<file path="src/sv/bounded_memory_bus_with_watch_trace_macros.svh">
// assertion helpers, compiled out for synthesis
`ifndef BOUNDED_MEMORY_BUS_WITH_WATCH_TRACE_MACROS_SVH
`define BOUNDED_MEMORY_BUS_WITH_WATCH_TRACE_MACROS_SVH

`ifndef SYNTHESIS

// same-cycle implication
`define BMB_ASSERT_IMPL(lbl, clk, rstn, ante, cons, msg) \
    lbl: assert property (@(posedge clk) disable iff (!rstn) (ante) |-> (cons)) \
        else $error(msg);

// next-cycle implication
`define BMB_ASSERT_NEXT(lbl, clk, rstn, ante, cons, msg) \
    lbl: assert property (@(posedge clk) disable iff (!rstn) (ante) |=> (cons)) \
        else $error(msg);

`else

`define BMB_ASSERT_IMPL(lbl, clk, rstn, ante, cons, msg)
`define BMB_ASSERT_NEXT(lbl, clk, rstn, ante, cons, msg)

`endif

`endif

</file>
<file path="src/sv/bmbw_pkg.sv">
package bmbw_pkg;

    localparam int RAM_BYTES_DEF  = 1048576;
    localparam int FAULT_CAP_DEF  = 64;
    localparam int WWATCH_CAP_DEF = 512;
    localparam int RING_DEPTH_DEF = 4096;

    localparam int CFG_ADDR_W = 5;

    // access size codes
    localparam logic [1:0] SIZE_BYTE = 2'd0;
    localparam logic [1:0] SIZE_WORD = 2'd1;
    localparam logic [1:0] SIZE_LONG = 2'd2;
    localparam logic [1:0] SIZE_NONE = 2'd3;

    // which log a record request reads
    localparam logic [1:0] REC_NONE   = 2'd0;
    localparam logic [1:0] REC_FAULT  = 2'd1;
    localparam logic [1:0] REC_WWATCH = 2'd2;
    localparam logic [1:0] REC_RING   = 2'd3;

    typedef struct packed {
        logic [20:0] ram_in_use;
        logic [31:0] ww_low;
        logic [31:0] ww_high;
        logic [31:0] rw_low;
        logic [31:0] rw_high;
    } bmbw_cfg_t;

    typedef struct packed {
        logic        fault;
        logic        ram_wr;
        logic        ram_rd;
        logic        ww_hit;
        logic        rw_hit;
        logic        is_write;
        logic [1:0]  size;
        logic [31:0] addr;
        logic [31:0] pc;
        logic [31:0] value;
        logic [1:0]  rec_sel;
        logic [11:0] rec_index;
    } bmbw_op_t;

    typedef struct packed {
        logic        valid;
        logic [31:0] addr;
        logic [31:0] pc;
        logic [31:0] value;
        logic [1:0]  size;
        logic        was_write;
    } bmbw_rec_t;

endpackage

</file>
<file path="src/sv/bmbw_cfg.sv">
module bmbw_cfg
    import bmbw_pkg::*;
(
    input  logic                  aclk,
    input  logic                  aresetn,
    input  logic                  psel,
    input  logic                  penable,
    input  logic                  pwrite,
    input  logic [CFG_ADDR_W-1:0] paddr,
    input  logic [31:0]           pwdata,
    output logic [31:0]           prdata,
    output logic                  pready,
    output bmbw_cfg_t             cfg
);

    localparam logic [2:0] REG_RAM_IN_USE = 3'd0;
    localparam logic [2:0] REG_WW_LOW     = 3'd1;
    localparam logic [2:0] REG_WW_HIGH    = 3'd2;
    localparam logic [2:0] REG_RW_LOW     = 3'd3;
    localparam logic [2:0] REG_RW_HIGH    = 3'd4;

    localparam logic [20:0] RAM_IN_USE_RST = 21'h10_0000;

    bmbw_cfg_t  cfg_reg;
    logic       wr_en;
    logic [2:0] reg_idx;

    assign wr_en   = psel & penable & pwrite;
    assign reg_idx = paddr[CFG_ADDR_W-1:2];
    assign pready  = 1'b1;
    assign cfg     = cfg_reg;

    always_ff @(posedge aclk) begin
        if (!aresetn) begin
            cfg_reg.ram_in_use <= RAM_IN_USE_RST;
            cfg_reg.ww_low     <= '0;
            cfg_reg.ww_high    <= '0;
            cfg_reg.rw_low     <= '0;
            cfg_reg.rw_high    <= '0;
        end else if (wr_en) begin
            unique case (reg_idx)
                REG_RAM_IN_USE: cfg_reg.ram_in_use <= pwdata[20:0];
                REG_WW_LOW:     cfg_reg.ww_low     <= pwdata;
                REG_WW_HIGH:    cfg_reg.ww_high    <= pwdata;
                REG_RW_LOW:     cfg_reg.rw_low     <= pwdata;
                REG_RW_HIGH:    cfg_reg.rw_high    <= pwdata;
                default: ;
            endcase
        end
    end

    always_comb begin
        unique case (reg_idx)
            REG_RAM_IN_USE: prdata = {11'b0, cfg_reg.ram_in_use};
            REG_WW_LOW:     prdata = cfg_reg.ww_low;
            REG_WW_HIGH:    prdata = cfg_reg.ww_high;
            REG_RW_LOW:     prdata = cfg_reg.rw_low;
            REG_RW_HIGH:    prdata = cfg_reg.rw_high;
            default:        prdata = '0;
        endcase
    end

endmodule

</file>
<file path="config.mk">
export PLATFORM = sky130hd
export DESIGN_NAME = bmbw_cfg
export DESIGN_NICKNAME = d
export VERILOG_FILES = /design/src/sv/bounded_memory_bus_with_watch_trace_macros.svh /design/src/sv/bmbw_pkg.sv /design/src/sv/bmbw_cfg.sv
export SDC_FILE = /design/constraint.sdc
export NUM_CORES = 1
export LEC_CHECK = 0
export BUFFER_PORTS_ARGS = -buffer_cell sky130_fd_sc_hd__buf_2
export CAP_MARGIN = 20
export CORE_AREA = 2 2 125 127
export CTS_BUF_LIST = sky130_fd_sc_hd__clkbuf_4 sky130_fd_sc_hd__clkbuf_8
export DETAILED_ROUTE_END_ITERATION = 6
export DIE_AREA = 0 0 127 129
export PLACE_DENSITY = 0.69
export SYNTH_ARGS = -nofsm -noshare
export SYNTH_HDL_FRONTEND = slang
export SYNTH_SLANG_ARGS = --single-unit
</file>
<file path="constraint.sdc">
create_clock -name aclk -period 1.8 [get_ports aclk]
set_input_delay 0.27 -clock aclk [delete_from_list [all_inputs] [get_ports aclk]]
set_output_delay 0.27 -clock aclk [all_outputs]
set_load 0.01 [all_outputs]
</file>
==> results.py, run 1 <==
metrics = {
    "run_status": {
        "status": "finished clean",
    },
    "grt": {
        "overflow": 0,
        "antenna_found_initial": 0,
        "grt_max_degree": 71,
        "grt_pass1_wl_um": 30200,
        "first_global_vias": 5434,
        "grtUsageTotal_pct": 23.4,
    },
    "cts": {
        "post-cts-setup-buffer-count": 0,
        "cts_tree": "done",
        "cts_resized": 0,
        "clockRootBuffer": "clkbuf_8",
        "clk_pin_slew_ns": 0.08,
        "htreeDepth": 4,
        "clk_path_buf_depth": 2,
        "cts_hold_buffers": 0,
        "cts_sinks": 149,
        "numCtsBuffers": 17,
        "clock_latency_ns": 0.45,
    },
    "routing": {
        "wire_per_inst_um": 17.9,
        "via_count": 5814,
        "drt-initial-drc-count": 426,
        "ant_nets": 0,
        "firstDrtPassIters": 6,
        "viasPerCell": 5.34,
        "finalWirelength_um": 19400,
        "drc": 0,
    },
    "power_and_ir_drop": {
        "finalPower_mw": 6.46,
        "ir_drop_mv": 0.442,
        "leakagePower_nw": 3.56,
        "cellPowerDensity_mw_per_mm2": 759,
    },
    "yosys": {
        "syn_area_sq_mm": 0.00660,
        "netlist.area_leader.share_pct": 45.2,
        "synthTopCellsByArea": "dfxtp_1, mux2i_1, nand2_1",
        "synth_flop_cell": "dfxtp_1",
        "synth_common_cells": "nand2_1, mux2i_1, dfxtp_1",
        "yosysSeqAreaShare_pct": 45.2,
        "syn_nets": 716,
        "synth-edff-count": 0,
        "yosys.cell_count.top_type": "nand2_1",
        "synth_cell_types": 24,
        "synth-async-reset-ratio_pct": 0,
        "yosys.area.top_type": "dfxtp_1",
        "synthCells": 674,
        "synth_seq_cells": 149,
        "yosysWarningCount": 0,
        "syn_avg_cell_area_sq_um": 9.78,
    },
    "hold_path": {
        "holdPathStages": 3,
        "hp-start": "pwdata[20]",
        "hold-path-endpoint": "cfg[148]",
        "worstHoldPathType": "input pin to flip-flop",
    },
    "worst_setup_path": {
        "reg2reg_to": "cfg[55]",
        "critPathCaptureType": "primary output",
        "ff2ff_setup_slack_ns": 1.11,
        "start_kind": "input pin",
        "crit_start": "paddr[2]",
        "cp_max_fo": 20,
        "cp.required_ns": 1.53,
        "worstSetupPathType": "input pin to primary output",
        "r2r_start": "cfg[55]",
        "r2r_cells": 2,
        "cp.arrival_ns": 1.46,
    },
    "cells_and_area": {
        "largest_reg_flops": 149,
        "n_antenna_cell": 0,
        "drive_gt1_share_pct": 37.6,
        "utilization_pct": 56.8,
        "final_design_area_no_fill_sq_mm": 0.00850,
        "fin_nets": 930,
        "stdcell_count": 1088,
        "area_growth_pct": 29.0,
    },
    "job": {
        "maxCapViolations": 0,
    },
    "floorplan": {
        "dieWidth_um": 127,
        "dieArea_sq_mm": 0.0164,
        "rows": 45,
        "die_h_um": 129,
        "ios": 224,
        "core_sq_mm": 0.0150,
        "initial_core_util_pct": 44.0,
    },
    "timing": {
        "fmax_mhz": 579,
        "tightest_slew_ns": 0.560,
        "fin_crit_sh_pct": 96.0,
        "hold_viol": 0,
        "finClkSkew_ns": 0,
        "relSlewSlack_pct": 62.7,
        "post-route-min-period_ns": 1.73,
        "final-max-slew-violation-count": 0,
        "setup_viol": 0,
        "holdWs_ns": 0.109,
    },
    "placed_design": {
        "place.gp.congestion": 0.800,
        "io_buffer_count": 220,
        "postPlaceCellArea_sq_mm": 0.00803,
        "dp_cells": 1057,
        "dp_hpwl_um": 13200,
    },
}
-- cell type report --
type / count / area [sq um]
Clock buffer: 20 / 275
Clock inverter: 11 / 125
Tap cell: 188 / 235
Fill cell: 1336 / 6470
Timing Repair Buffer: 256 / 1520
Sequential cell: 149 / 3000
Multi-Input combinational cell: 464 / 3350
-- kinds of logic (layout without fill, tap and decap cells) --
| family | after synthesis | in the layout | share of synthesized area [%] |
|---|---|---|---|
| buffers and inverters | 61 | 287 | 5.29 |
| multiplexers | 181 | 181 | 27.9 |
| AND/OR/NAND/NOR | 197 | 197 | 12.5 |
| flip-flops | 149 | 149 | 45.2 |
| other | 1 | 1 | 0.0569 |
| AO/OA/AOI/OAI | 85 | 85 | 9.07 |
-- worst max path at each step --
stage	endpoint	slack, ns	cells after the start
floorplan	prdata[0]	0.29	6
global placement	prdata[3]	0.12	7
detailed placement	cfg[55]	0.07	7
CTS	prdata[3]	0.004	4
global route	prdata[3]	-0.009	4
finish	prdata[3]	0.07	7
-- critical path, stage by stage --
cell,delay (ns)
buf_2,0.13
buf_12,0.18
nor2b_2,0.20
buf_12,0.19
a22oi_1,0.09
o22ai_1,0.22
buf_2,0.17
-- report_power, final --
part,switching [mW],internal [mW],total (mW),leakage [nW]
sequential,0.0205,3.32,3.34,1.21
combinational,0.314,0.177,0.491,2.17
clock,1.29,1.34,2.63,0.190
total,1.63,4.83,6.46,3.56
-- metrics by stage --
stage,setup TNS (ns),setup WS [ns]
after floorplan,0,0.287
after global placement,0,0.123
after detailed placement,0,0.0692
after CTS,0,0.00446
after global routing,-0.00900,-0.00900
final,0,0.0726
-- cell usage in the layout, fill, tap and decap left out, types with 4 or more instances in the layout --
cell	count
buf_2	219
nand2_1	181
mux2i_1	161
dfxtp_1	139
a22oi_1	40
o22ai_1	32
buf_4	25
mux2_2	20
clkbuf_8	20
a22oi_2	12
buf_12	12
dfxtp_2	10
clkinvlp_4	5
nor2b_1	4
-- layer usage --
metal	GRT usage, %	vias to the layer above	routed length [um]
met5	0	-	0
met4	5.49	0	159
met3	7.11	13	1490
met2	37.0	229	8920
met1	31.6	2780	8870
li1	-	2792	-
(Power assumes the default switching activity.)
==> run 2: changes to the inputs <==
==> constraint.sdc (replaced) <==
create_clock -name aclk -period 1.8 [get_ports aclk]
set_input_delay 0.36 -clock aclk [delete_from_list [all_inputs] [get_ports aclk]]
set_output_delay 0.36 -clock aclk [all_outputs]
set_load 0.01 [all_outputs]
==> results.py, run 2 (synthesized netlist as in run 1, its figures left out) <==
metrics = {
    "run_status": {
        "status": "complete, but fails checks",
        "violations": "negative setup slack",
    },
    "timing": {
        "setup_ws_ns": -0.0526,
        "post-route-min-period_ns": 1.85,
        "fmax_mhz": 540,
        "fin_crit_sh_pct": 103,
        "finClkSkew_ns": 0,
        "grt_setup_unrepaired": "yes",
        "holdWs_ns": 0.204,
        "final-max-slew-violation-count": 0,
        "hold_viol": 0,
        "setup_viol": 5,
    },
    "job": {
        "maxCapViolations": 0,
    },
    "power_and_ir_drop": {
        "pwr-share-clk_pct": 46.0,
        "p_int_mw": 5.62,
        "combPwrFrac_pct": 7.6,
        "cellPowerDensity_mw_per_mm2": 808,
        "power.share.sequential_pct": 46.4,
        "power.switching_mw": 1.57,
        "netSwitchingFraction_pct": 21.9,
        "leakagePower_nw": 3.79,
        "ir_drop_mv": 0.434,
    },
    "cells_and_area": {
        "area_growth_pct": 35.1,
        "final_common_cell": "buf_2",
        "fin_nets": 950,
        "largest_reg_flops": 149,
        "final_design_area_no_fill_sq_mm": 0.00891,
        "n_antenna_cell": 0,
        "drive_gt1_share_pct": 40.4,
        "fillers": 1299,
        "final_cell_mix": "buf_2, nand2_1, mux2i_1",
    },
    "worst_setup_path": {
        "cp.arrival_ns": 1.49,
        "r2r_cells": 3,
        "cp_max_fo": 12,
        "critPathCaptureType": "primary output",
        "ff2ff_setup_slack_ns": 1.11,
        "worstSetupPathType": "input pin to primary output",
        "reg2reg_to": "cfg[77]",
        "r2r_start": "cfg[77]",
        "crit_start": "paddr[2]",
        "start_kind": "input pin",
        "crit_path_end": "prdata[19]",
        "cp.required_ns": 1.44,
    },
    "grt": {
        "first_global_vias": 5595,
        "grt_max_degree": 48,
        "grtUsageTotal_pct": 23.5,
        "grt_pass1_wl_um": 30200,
        "overflow": 0,
        "antenna_found_initial": 0,
    },
    "floorplan": {
        "dieWidth_um": 127,
        "core_sq_mm": 0.0150,
        "dieArea_sq_mm": 0.0164,
        "ios": 224,
        "die_h_um": 129,
        "rows": 45,
        "initial_core_util_pct": 44.0,
    },
    "cts": {
        "clk_path_buf_depth": 2,
        "cts_hold_buffers": 0,
        "cts_sinks": 149,
        "clock_latency_ns": 0.44,
        "htreeDepth": 4,
        "clockRootBuffer": "clkbuf_8",
        "cts_tree": "done",
        "numCtsBuffers": 17,
        "clk_pin_slew_ns": 0.07,
    },
    "routing": {
        "via_count": 5954,
        "ant_nets": 0,
        "wire_per_inst_um": 17.8,
        "drt-initial-drc-count": 299,
        "drc": 0,
        "firstDrtPassIters": 5,
        "viasPerCell": 5.37,
        "finalWirelength_um": 19800,
    },
    "placed_design": {
        "dp_hpwl_um": 13300,
        "postPlaceCellArea_sq_mm": 0.00814,
        "place.gp.congestion": 0.799,
        "io_buffer_count": 220,
    },
    "hold_path": {
        "worstHoldPathType": "input pin to flip-flop",
    },
}
run 2: cell types whose count changed in the layout (fill, tap and decap cells not counted), moves of 2 or more:
cell        before  now
inv_6            2    0
buf_2          219  216
bufinv_16        2    7
dfxtp_2         10   21
clkinv_2         2    0
nor2b_1          4    2
buf_4           25   39
dfxtp_1        139  128
nor2b_4          0    3
clkbuf_4         0    5
clkinvlp_4       5    0
buf_12          12   16
run 2: critical path: stages:
cell and delay [ns]:
buf_4 0.12, buf_12 0.16, nor2b_4 0.21, buf_12 0.17, a22oi_1 0.09, o22ai_1 0.21, buf_2 0.18
run 2: worst min-delay path by stage:
stage                     from       end  cells past startpoint
finish              pwdata[20]  cfg[148]                      3
floorplan              cfg[32]   cfg[32]                      2
global route        pwdata[20]  cfg[148]                      3
CTS                 pwdata[20]  cfg[148]                      3
detailed placement    cfg[101]  cfg[101]                      2
global placement       cfg[42]   cfg[42]                      2
run 2: cell type report:
class	count	area [sq um]	share of cell area, %
multi-input cells	464	3380	37.9
flip-flops and latches	149	3010	33.8
repair buffers	276	1770	19.9
clock buffers	23	298	3.34
well taps	188	235	2.64
clock inverters	8	219	2.46
run 2: metal layers:
| metal | vias up | GRT usage (%) | part of all wire [%] |
|---|---|---|---|
| met3 | 25 | 6.20 | 7.8 |
| met5 | - | 0 | 0 |
| met1 | 2844 | 31.1 | 44 |
| met4 | 0 | 7.50 | 1.4 |
| li1 | 2825 | - | - |
| met2 | 260 | 37.5 | 46 |
run 2: repair_timing:
action                     in CTS  in global routing
gates resized for setup        25                 19
gates cloned                    0                  1
pin swaps                       5                  5
setup endpoints to repair      26                 32
buffers inserted                4                  9
run 2: per-stage QoR:
stage          power [mW]  TNS (ns)  std cells  util [%]  worst slack [ns]
4_1_cts              7.21    -0.315       1098      58.4           -0.0426
3_5_place_dp         3.92    -0.162       1063      54.3           -0.0379
2_1_floorplan        3.68         0        674         -             0.107
3_3_place_gp         3.92   -0.0431       1063      54.3           -0.0292
5_1_grt              7.43     -1.21       1108      59.5            -0.113
6_report             7.20    -0.116       1108      59.5           -0.0526
run 2: power by group through the flow:
stage	clock network, mW	registers (mW)	logic [mW]
after floorplan	0	3.42	0.262
after global placement	0	3.41	0.506
after detailed placement	0	3.41	0.510
after CTS	3.36	3.34	0.516
after global routing	3.51	3.34	0.586
final	3.31	3.34	0.549
