`src/sv/bounded_memory_bus_with_watch_trace_macros.svh`:
```
// assertion helpers, compiled out for synthesis
`ifndef BOUNDED_MEMORY_BUS_WITH_WATCH_TRACE_MACROS_SVH
`define BOUNDED_MEMORY_BUS_WITH_WATCH_TRACE_MACROS_SVH

`ifndef SYNTHESIS

// same-cycle implication
`define BMB_ASSERT_IMPL(lbl, clk, rstn, ante, cons, msg) \
    lbl: assert property (@(posedge clk) disable iff (!rstn) (ante) |-> (cons)) \
        else $error(msg);

// next-cycle implication
`define BMB_ASSERT_NEXT(lbl, clk, rstn, ante, cons, msg) \
    lbl: assert property (@(posedge clk) disable iff (!rstn) (ante) |=> (cons)) \
        else $error(msg);

`else

`define BMB_ASSERT_IMPL(lbl, clk, rstn, ante, cons, msg)
`define BMB_ASSERT_NEXT(lbl, clk, rstn, ante, cons, msg)

`endif

`endif

```
`src/sv/bmbw_pkg.sv`:
```
package bmbw_pkg;

    localparam int RAM_BYTES_DEF  = 1048576;
    localparam int FAULT_CAP_DEF  = 64;
    localparam int WWATCH_CAP_DEF = 512;
    localparam int RING_DEPTH_DEF = 4096;

    localparam int CFG_ADDR_W = 5;

    // access size codes
    localparam logic [1:0] SIZE_BYTE = 2'd0;
    localparam logic [1:0] SIZE_WORD = 2'd1;
    localparam logic [1:0] SIZE_LONG = 2'd2;
    localparam logic [1:0] SIZE_NONE = 2'd3;

    // which log a record request reads
    localparam logic [1:0] REC_NONE   = 2'd0;
    localparam logic [1:0] REC_FAULT  = 2'd1;
    localparam logic [1:0] REC_WWATCH = 2'd2;
    localparam logic [1:0] REC_RING   = 2'd3;

    typedef struct packed {
        logic [20:0] ram_in_use;
        logic [31:0] ww_low;
        logic [31:0] ww_high;
        logic [31:0] rw_low;
        logic [31:0] rw_high;
    } bmbw_cfg_t;

    typedef struct packed {
        logic        fault;
        logic        ram_wr;
        logic        ram_rd;
        logic        ww_hit;
        logic        rw_hit;
        logic        is_write;
        logic [1:0]  size;
        logic [31:0] addr;
        logic [31:0] pc;
        logic [31:0] value;
        logic [1:0]  rec_sel;
        logic [11:0] rec_index;
    } bmbw_op_t;

    typedef struct packed {
        logic        valid;
        logic [31:0] addr;
        logic [31:0] pc;
        logic [31:0] value;
        logic [1:0]  size;
        logic        was_write;
    } bmbw_rec_t;

endpackage

```
`src/sv/bmbw_check.sv`:
```
module bmbw_check
    import bmbw_pkg::*;
#(
    parameter int RAM_BYTES = RAM_BYTES_DEF
)
(
    input  bmbw_cfg_t   cfg,
    input  logic [2:0]  req_type,
    input  logic [1:0]  access_size,
    input  logic [31:0] address,
    input  logic [31:0] write_data,
    input  logic [31:0] issuing_pc,
    input  logic [11:0] record_index,
    output bmbw_op_t    op
);

    localparam logic [2:0] REQ_READ       = 3'd0;
    localparam logic [2:0] REQ_WRITE      = 3'd1;
    localparam logic [2:0] REQ_FAULT_REC  = 3'd2;
    localparam logic [2:0] REQ_WWATCH_REC = 3'd3;
    localparam logic [2:0] REQ_RWATCH_REC = 3'd4;

    localparam logic [32:0] RamLimit = 33'(RAM_BYTES);

    logic [32:0] in_use;
    logic [32:0] limit;
    logic [32:0] acc_end;
    logic        is_mem;
    logic        is_write;
    logic        ok;

    always_comb begin
        in_use   = 33'(cfg.ram_in_use);
        limit    = (in_use < RamLimit) ? in_use : RamLimit;
        // end computed one bit wider so a wrap past 4G counts as a fault
        acc_end  = {1'b0, address} + (33'd1 << access_size);
        is_write = (req_type == REQ_WRITE);
        is_mem   = ((req_type == REQ_READ) || is_write) && (access_size != SIZE_NONE);
        ok       = is_mem && (acc_end <= limit);

        op           = '0;
        op.fault     = is_mem && (acc_end > limit);
        op.ram_wr    = ok && is_write;
        op.ram_rd    = ok && !is_write;
        op.ww_hit    = ok && is_write && (cfg.ww_high > cfg.ww_low)
                       && (acc_end > {1'b0, cfg.ww_low}) && (address < cfg.ww_high);
        op.rw_hit    = ok && !is_write && (cfg.rw_high > cfg.rw_low)
                       && (address >= cfg.rw_low) && (address < cfg.rw_high);
        op.is_write  = is_write;
        op.size      = access_size;
        op.addr      = address;
        op.pc        = issuing_pc;
        op.rec_index = record_index;

        case (access_size)
            SIZE_BYTE: op.value = {24'b0, write_data[7:0]};
            SIZE_WORD: op.value = {16'b0, write_data[15:0]};
            SIZE_LONG: op.value = write_data;
            default:   op.value = '0;
        endcase

        unique case (req_type)
            REQ_FAULT_REC:  op.rec_sel = REC_FAULT;
            REQ_WWATCH_REC: op.rec_sel = REC_WWATCH;
            REQ_RWATCH_REC: op.rec_sel = REC_RING;
            default:        op.rec_sel = REC_NONE;
        endcase
    end

endmodule

```
`config.mk`:
```
export PLATFORM = sky130hd
export DESIGN_NAME = bmbw_check
export DESIGN_NICKNAME = d
export VERILOG_FILES = /design/src/sv/bounded_memory_bus_with_watch_trace_macros.svh /design/src/sv/bmbw_pkg.sv /design/src/sv/bmbw_check.sv
export SDC_FILE = /design/constraint.sdc
export NUM_CORES = 1
export LEC_CHECK = 0
export ABC_AREA = 0
export BUFFER_PORTS_ARGS = -buffer_cell sky130_fd_sc_hd__buf_2
export CAP_MARGIN = 20
export CORE_AREA = 5 5 142 144
export DETAILED_ROUTE_END_ITERATION = 7
export DIE_AREA = 0 0 147 149
export PLACE_DENSITY = 0.75
export SLEW_MARGIN = 20
export SYNTH_ARGS = -nofsm -noshare
export SYNTH_HDL_FRONTEND = slang
export SYNTH_SLANG_ARGS = --single-unit
```
`constraint.sdc`:
```
create_clock -name vclk -period 19.4
set_input_delay 4.85 -clock vclk [all_inputs]
set_output_delay 4.85 -clock vclk [all_outputs]
set_load 0.02 [all_outputs]
```
==> impl_summary.md, run 1 <==
STA
The number of hold violations in the final report came to 0. Static timing analysis puts the maximum clock frequency at 70.45 MHz. The worst setup slack after layout is 5.206 ns.

The sum of negative setup slack is 0 ns. Setup violations remaining at the end of the flow were counted as 0. The headroom to the max-slew limit is 0.5774. Of the available clock period, the critical path in the final layout requires 0.7316. The final max-slew violation count is 0.

The final critical delay including setup and external delays is between 10 and 15 ns. Setup repair after global routing left no endpoint under its margin. For the pin with the worst max-slew slack, the measured transition is 0.6325 ns.

Synthesis
The synthesized netlist occupies a cell area of 6970 sq um. The netlist uses 60 different library cells. The number of nets in the synthesized netlist is between 1,000 and 1,500. The average instance in the mapped netlist occupies 7.208 sq um. Synthesis produced a netlist whose cell count is 967.

The share of the Yosys chip area taken by registers is 0. The synthesis warning total is 0.

Placed design
Summing all placed instances gives a cell area of 8104 sq um. The worst slack at placement is 5.202 ns. In this run, placement finished with an instance count of 1,407. The number of port buffers is 292. The congestion estimate from routability-driven global placement came to a little under 1.

Once detailed placement completed, the half-perimeter wirelength came to between 20 and 25 mm.

Setup path
The setup path with the least slack is of type input pin to output port. Grouping stages by cell kind, the critical path spends the most delay in simple AND/OR/NAND/NOR gates. On the critical path, the stage with the largest delay is an instance of nor2_1. Traced cell by cell, the critical path runs through buf_2, nand2_1, inv_1, ha_1, o21ai_0, o31a_1, nor2_1, and4_1, xor2_1, ha_1, a21oi_1, o21a_1, a2bb2oi_1, a31oi_1, o21ai_0, nand4_2, nor4_4, o2111a_1, buf_2. The worst setup path is captured at an output port. STA puts the critical path data arrival time at 9.34 ns.

The worst setup path is launched from an input pin. The number of buffer and inverter instances along the worst setup path is 3. Of all nets on the critical path, the largest fanout is 10. The delay contributed by the slowest stage of the critical path is 0.49 ns.

The critical path data required time is around 15 ns.

Routing
For this run, the detailed router's first-pass iteration total came to 5. The routed via count divided by cell count is 5.384. The total wirelength of the detailed-routed design is 26.18 mm.

In this run, the number of DRC markers left after iteration 0 of detailed routing was just over 400. The remaining number of nets flagged by the antenna check after routing is 0. The total via count in the routed design is 7,575. The post-route DRC violation count is 0.

The mean routed wirelength per cell is between 15 and 20 um.

Flow run
The number of maximum-capacitance constraint violations is 0.

Hold path
The class of the tightest hold or removal check is input pin to output port.

Finish
The count of placed standard cells in the final layout, fillers left out is 1,407. The final design area excluding fillers is 8104 sq um. The synthesis-to-finish area growth is 16.26%.

0 antenna diodes ended up in the layout. The fraction of final layout cells with drive strength greater than 1 is 0.2660. The number of clock-tree buffers in the layout is 0.

Fill cells in the final layout number 1,953. The final sequential cell count is 0. The sequential cell area in the final layout is 0 sq um. Once layout is complete, the utilization of the core stands at 0.4362. In the final design database the tool counted 1,651 nets.

Die
The vertical extent of the die is 149 um. The area enclosed by the die boundary is 21,900 sq um. The horizontal die dimension is 147 um. The core region is 18,580 sq um.

The floorplan has 50 rows. The total I/O pin count is 380. The starting utilization of the core area is 0.3752.

Clock tree
The post-CTS repair timing setup buffer count is 0. Buffers inserted to repair hold after CTS numbered 0. The number of gates resized after CTS was 0.

GRT
The via count of the first global-routing pass is about 7,500. The maximum number of pins on one net before global-route repair is 21. The global-route usage over all layers is 0.2227. For this run the aggregate overflow at the end of global routing stands at 0. The initial antenna violation count came to 2. The global-route wire length before repair is 39.41 mm.

Pwr
The worst IR drop on VDD is roughly 0.012 mV. The ratio of total power to cell area is 21.96 nW/um^2. The static leakage power is 0.004632 uW.

Status
The run finished with clean final reports.
## final cells by class
cell class | count | area (sq um) | share of cell area
inverters | 143 | 536.8 | 0.06623
well taps | 234 | 292.8 | 0.03613
repair buffers | 292 | 1461 | 0.1803
multi-input cells | 738 | 5813 | 0.7173
## placed cells by master, fill, tap and decap left out, drive strengths merged, types with 9 or more instances in the layout
cell type / n
ha: 214
nor3: 20
nand4: 51
nor2b: 9
a211oi: 11
a21oi: 61
buf: 292
nor2: 53
a21o: 20
xnor2: 22
nand2: 61
and2: 34
o21ai: 49
nand3: 28
inv: 143
## routing by layer
| metal | vias up | part of all wire | GRT usage |
|---|---|---|---|
| met3 | 52 | 0.072 | 0.02947 |
| met2 | 349 | 0.50 | 0.4231 |
| li1 | 3793 | - | - |
| met1 | 3379 | 0.40 | 0.2664 |
| met5 | - | 0.00027 | 0 |
| met4 | 2 | 0.027 | 0.04800 |
## logic make-up (layout without fill, tap and decap cells)
| logic type | Yosys count | in the layout | share of synthesized area |
|---|---|---|---|
| AOI/OAI and AO/OA | 195 | 195 | 0.1777 |
| xor gates and xnor gates | 30 | 30 | 0.03769 |
| adders and majority gates | 214 | 214 | 0.3841 |
| buffers and inverters | 229 | 435 | 0.1660 |
| muxes | 2 | 2 | 0.003231 |
| and+or+nand+nor | 297 | 297 | 0.2312 |
## synth_stat cells (3+ instances only)
library cell | number | area, sq um
o211ai_1 | 6 | 45.04
a2111oi_0 | 5 | 43.79
nand3_1 | 27 | 135.1
a21o_1 | 20 | 150.1
or2_2 | 4 | 25.02
a21boi_0 | 3 | 22.52
o21bai_1 | 3 | 22.52
nand2b_1 | 6 | 37.54
nor3_1 | 19 | 95.09
nand2_1 | 61 | 229.0
and2_1 | 34 | 212.7
a211oi_1 | 10 | 75.07
nor4_1 | 4 | 25.02
o31ai_1 | 5 | 37.54
nand4_1 | 49 | 306.5
o21ai_0 | 49 | 245.2
nor2b_1 | 9 | 56.30
and4_1 | 8 | 70.07
a31oi_1 | 6 | 37.54
a21oi_1 | 61 | 305.3
nor3b_1 | 4 | 30.03
clkbuf_1 | 6 | 22.52
a311oi_1 | 3 | 26.28
o21a_1 | 5 | 37.54
buf_4 | 79 | 593.1
xnor2_1 | 22 | 192.7
xor2_1 | 8 | 70.07
nor2_1 | 52 | 195.2
ha_1 | 214 | 2678
and3_1 | 7 | 43.79
inv_1 | 143 | 536.8
## final timing paths
| path | startpoint | to | slack, ns | depth (start not counted) |
|---|---|---|---|---|
| min | record_index[0] | op[0] | 9.70 | 0 |
| max | access_size[0] | op[113] | 5.21 | 19 |
## power by group
group / leakage (uW) / switching [uW] / total [uW] / internal (uW)
clock network: 0 / 0 / 0 / 0
logic: 0.00463 / 104 / 178 / 73.5
registers: 0 / 0 / 0 / 0
total: 0.00463 / 104 / 178 / 73.5
## through the flow
stage	hold slack, ns	total power [uW]
2_1_floorplan	9.739	122.1
3_3_place_gp	9.700	172.3
3_5_place_dp	9.700	176.0
4_1_cts	9.700	177.5
5_1_grt	9.700	200.4
6_report	9.700	177.9
Power figures use the tool's default switching activity.
==> inputs of run 2 (changes only) <==
- ABC_AREA: 0 -> 1
- CORE_AREA: 5 5 142 144 -> 5 5 144 146
- DIE_AREA: 0 0 147 149 -> 0 0 149 151
- PLACE_DENSITY: 0.75 -> 0.77
- clock period: 19.4 -> 13.84 ns (I/O delays scaled with it)
==> impl_summary.md, run 2 <==
Placed design
The final weighted congestion in routability-driven placement was 0.9447 (-3.2%). The final HPWL from detailed placement is 24.41 mm (+4.5%). The number of port buffers was 292 (unchanged). The number of cells in the design after placement is 1,703 (+21%).

Routing
The mean routed wirelength per cell is 15.94 um (-14%). The remaining number of nets flagged by the antenna check after routing is 0 (unchanged). The first-iteration detailed-routing DRC count is 387 (-6.7%). The total via count in the routed design is 8,478 (+12%). The number of iterations in the first detailed-routing pass is 5 (unchanged). The total wirelength of the detailed-routed design is 27.15 mm (+3.7%).

The post-route DRC violation count is 0 (unchanged). The routed via count divided by cell count was 4.978 (-7.5%).

Synthesis
After synthesis, the most frequently instantiated cells are inv_1, nand2_1, ha_1. The synthesized instance count is 1,229 (+27%). The main combinational cell family by area after synthesis is adder cells.

The post-synthesis area per instance is 6.148 sq um (-15%). The synthesis warning total is 0 (unchanged). After synthesis, the cell types taking the most area are ha_1, inv_1, nand2_1. The simple-gate share of the synthesized area came to 0.2891 (+0.05792). The post-synthesis share of cell area spent on xor and xnor gates is 0.02202 (-0.01567). The netlist area before placement is 7556 sq um (+8.4%). ha_1 takes more of the synthesized area than any other cell. The adder-cell area share of the yosys netlist came to 0.3544 (-0.02977). The proportion of netlist area held by the largest area contributor came to 0.3544 (-0.02977). The number of distinct library cells after synthesis was 47 (-22%).

The area fraction in compound gates after synthesis came to 0.1164 (-0.06130). The share of cell area taken by muxes after synthesis is 0 (-0.003231). The number of nets produced by synthesis is 1,705 (+18%). The most common cell in the synthesized netlist is inv_1. The sequential share of the synthesized area is 0 (unchanged).

GRT
The initial antenna violation count is 2 (unchanged). The via count of the first global-routing pass is 8,130 (+8.5%). The maximum number of pins on one net before global-route repair is 21 (unchanged). The overall overflow remaining after global route is 0 (unchanged).

The global-route usage over all layers is 0.2265 (+0.003753). The global-route wire length before repair is 40.65 mm (+3.2%).

STA
The sum of negative setup slack was 0 ns (unchanged). The actual transition at the worst max-transition pin is 0.6321 ns (-0.0003854 ns). The maximum frequency from static timing analysis is 93.52 MHz.

The number of hold violations in the final report came to 0 (unchanged). The share of the cycle needed by the critical path after routing is 0.7726. The tightest hold margin is 6.920 ns (-2.780 ns).

Setup repair after global routing left no endpoint under its margin. The worst path needs 10.69 ns of the cycle, external delays included. The headroom to the max-slew limit came to 0.5751 (-0.002339). The final setup violation count was 0 (unchanged).

The final max-slew violation count is 0 (unchanged).

Pwr
The switching power share of the total came to 0.6144 (+0.02779). The clock share of power is 0 (unchanged). The power spent charging and discharging nets was 162.1 uW (+55%). The worst IR drop on VDD came to 0.01509 mV (+23%).

The ratio of total power to cell area is 30.18 nW/um^2 (+37%). The internal power contribution is 101.7 uW (+38%). The relative contribution of combinational cells to total power was 1.000 (about the same). The post-route total power is 263.8 uW (+48%).

The fraction of power consumed by sequential logic is 0 (unchanged). The static leakage power was 0.005638 uW (+22%).

Setup path
STA classifies the critical path startpoint as an input pin. The data arrival at the endpoint of the critical path is 7.23 ns (-2.11 ns). Walking the worst path, the cells encountered are buf_2, nand2_1, clkinv_1, ha_1, nand2_1, inv_1, nand2_1, nor3_1, nand2_2, nand2_4, nand2_1, nor2_1, xnor2_1, inv_1, ha_1, nand2_1, nor2_1, nand4_1, nor2_1, nand3_1, a21oi_2, nand4_1, nor2_1, buf_2.

The logic depth of the worst setup path including buffers was 24 (+5). The critical-path maximum fanout was 10 (unchanged). In this design, the largest share of critical-path delay is due to simple AND/OR/NAND/NOR gates. The cell repeated most along the worst path is nand2_1. The slowest library cell on the worst path is ha_1.

STA classifies the critical path endpoint as an output port. The worst setup path is of the input pin to output port kind. The number of buffer and inverter instances along the worst setup path is 5 (+2). The critical path data required time is 10.38 ns (-4.17 ns).

The delay contributed by the slowest stage of the critical path was 0.51 ns (+0.02 ns).

Clock tree
The number of resized instances in the post-cts repair step is 0 (unchanged). The post-CTS repair timing setup buffer count is 0 (unchanged). The hold-fix buffer count after cts was 0 (unchanged).

Finish
The most common library cell in the layout ignoring fill and taps is buf_2. The core utilization of the finished layout is 0.4536 (+0.01742). The sequential cell area in the final layout was 0 sq um (unchanged). The number of clock-tree buffers in the layout is 0 (unchanged).

The final-stage net count is 1,916 (+16%). The final sequential cell count came to 0 (unchanged). The antenna cell count is 0 (unchanged). From synthesis to final layout, the design area changed by 15.68%.

The top cell types in the final layout, fill and taps aside, are buf_2, inv_1, nand2_1, ha_1, a21oi_1. The fraction of final layout cells with drive strength greater than 1 was 0.2309 (-0.03511). The multi-input logic area is 5908 sq um (+1.6%). The count of placed standard cells in the final layout, fillers left out came to 1,703 (+21%). The number of fill cells in the layout is 2,039 (+4.4%).

Hold path
The cell depth of the worst min-delay path is 0 (unchanged). The worst hold path belongs to the class input pin to output port.

Die
The starting utilization of the core area is 0.3921 (+0.01694). The horizontal die dimension is 149 um (+1.4%). The vertical extent of the die came to 151 um (+1.3%). The total I/O pin count was 380 (unchanged). The area enclosed by the die boundary is 22,500 sq um (+2.7%). The core outline area is 19,270 sq um (+3.7%). The standard-cell row count is 51 (+2.0%).

Flow run
The number of maximum-capacitance constraint violations is 0 (unchanged).

Status
The run finished with clean final reports.
[run 2: changes by cell type after synthesis, moves of 9 or more]
cell      before  now
nor2_1        52   88
and2_1        34    1
nand4_1       49   27
a21oi_1       61   98
a21o_1        20    2
nand3_1       27   54
xnor2_1       22    9
inv_1        143  271
a211oi_1      10    1
o21ai_0       49   30
nand2_2        0    9
nor2b_1        9    0
nand2_1       61  248
[run 2: power by group through the flow]
stage	logic, uW	clock network (uW)	registers [uW]
after floorplan	184	0	0
after global placement	255	0	0
after detailed placement	262	0	0
after CTS	264	0	0
after global routing	301	0	0
final	264	0	0
[run 2: worst paths after layout]
kind	from	end	slack, ns
min	record_index[0]	op[0]	6.92
max	access_size[0]	op[113]	3.15
[run 2: layout make-up]
class / count / share of cell area
multi-input cells: 869 / 0.6759
repair buffers: 292 / 0.1672
well taps: 265 / 0.03793
inverters: 277 / 0.1190
[run 2: cell families (layout without fill, tap and decap cells)]
kind of cell    Yosys count  after routing
buf+inv                 360            569
fa+ha+maj               214            214
simple gates            479            479
xor+xnor                 19             19
compound gates          157            157
[run 2: layer usage]
layer | track usage | up-vias | share of wire
met3 | 0.02513 | 52 | 0.074
met2 | 0.4336 | 321 | 0.50
met5 | 0 | - | 0.00099
met4 | 0.05080 | 4 | 0.025
met1 | 0.2700 | 3781 | 0.40
li1 | - | 4320 | -
[run 2: per-stage QoR]
step / worst slack [ns] / area [sq um]
finish: 3.147 / 8741
global route: 2.659 / 8741
CTS: 3.173 / 8741
detailed placement: 3.177 / 8741
global placement: 3.324 / 8741
floorplan: 3.917 / 7556
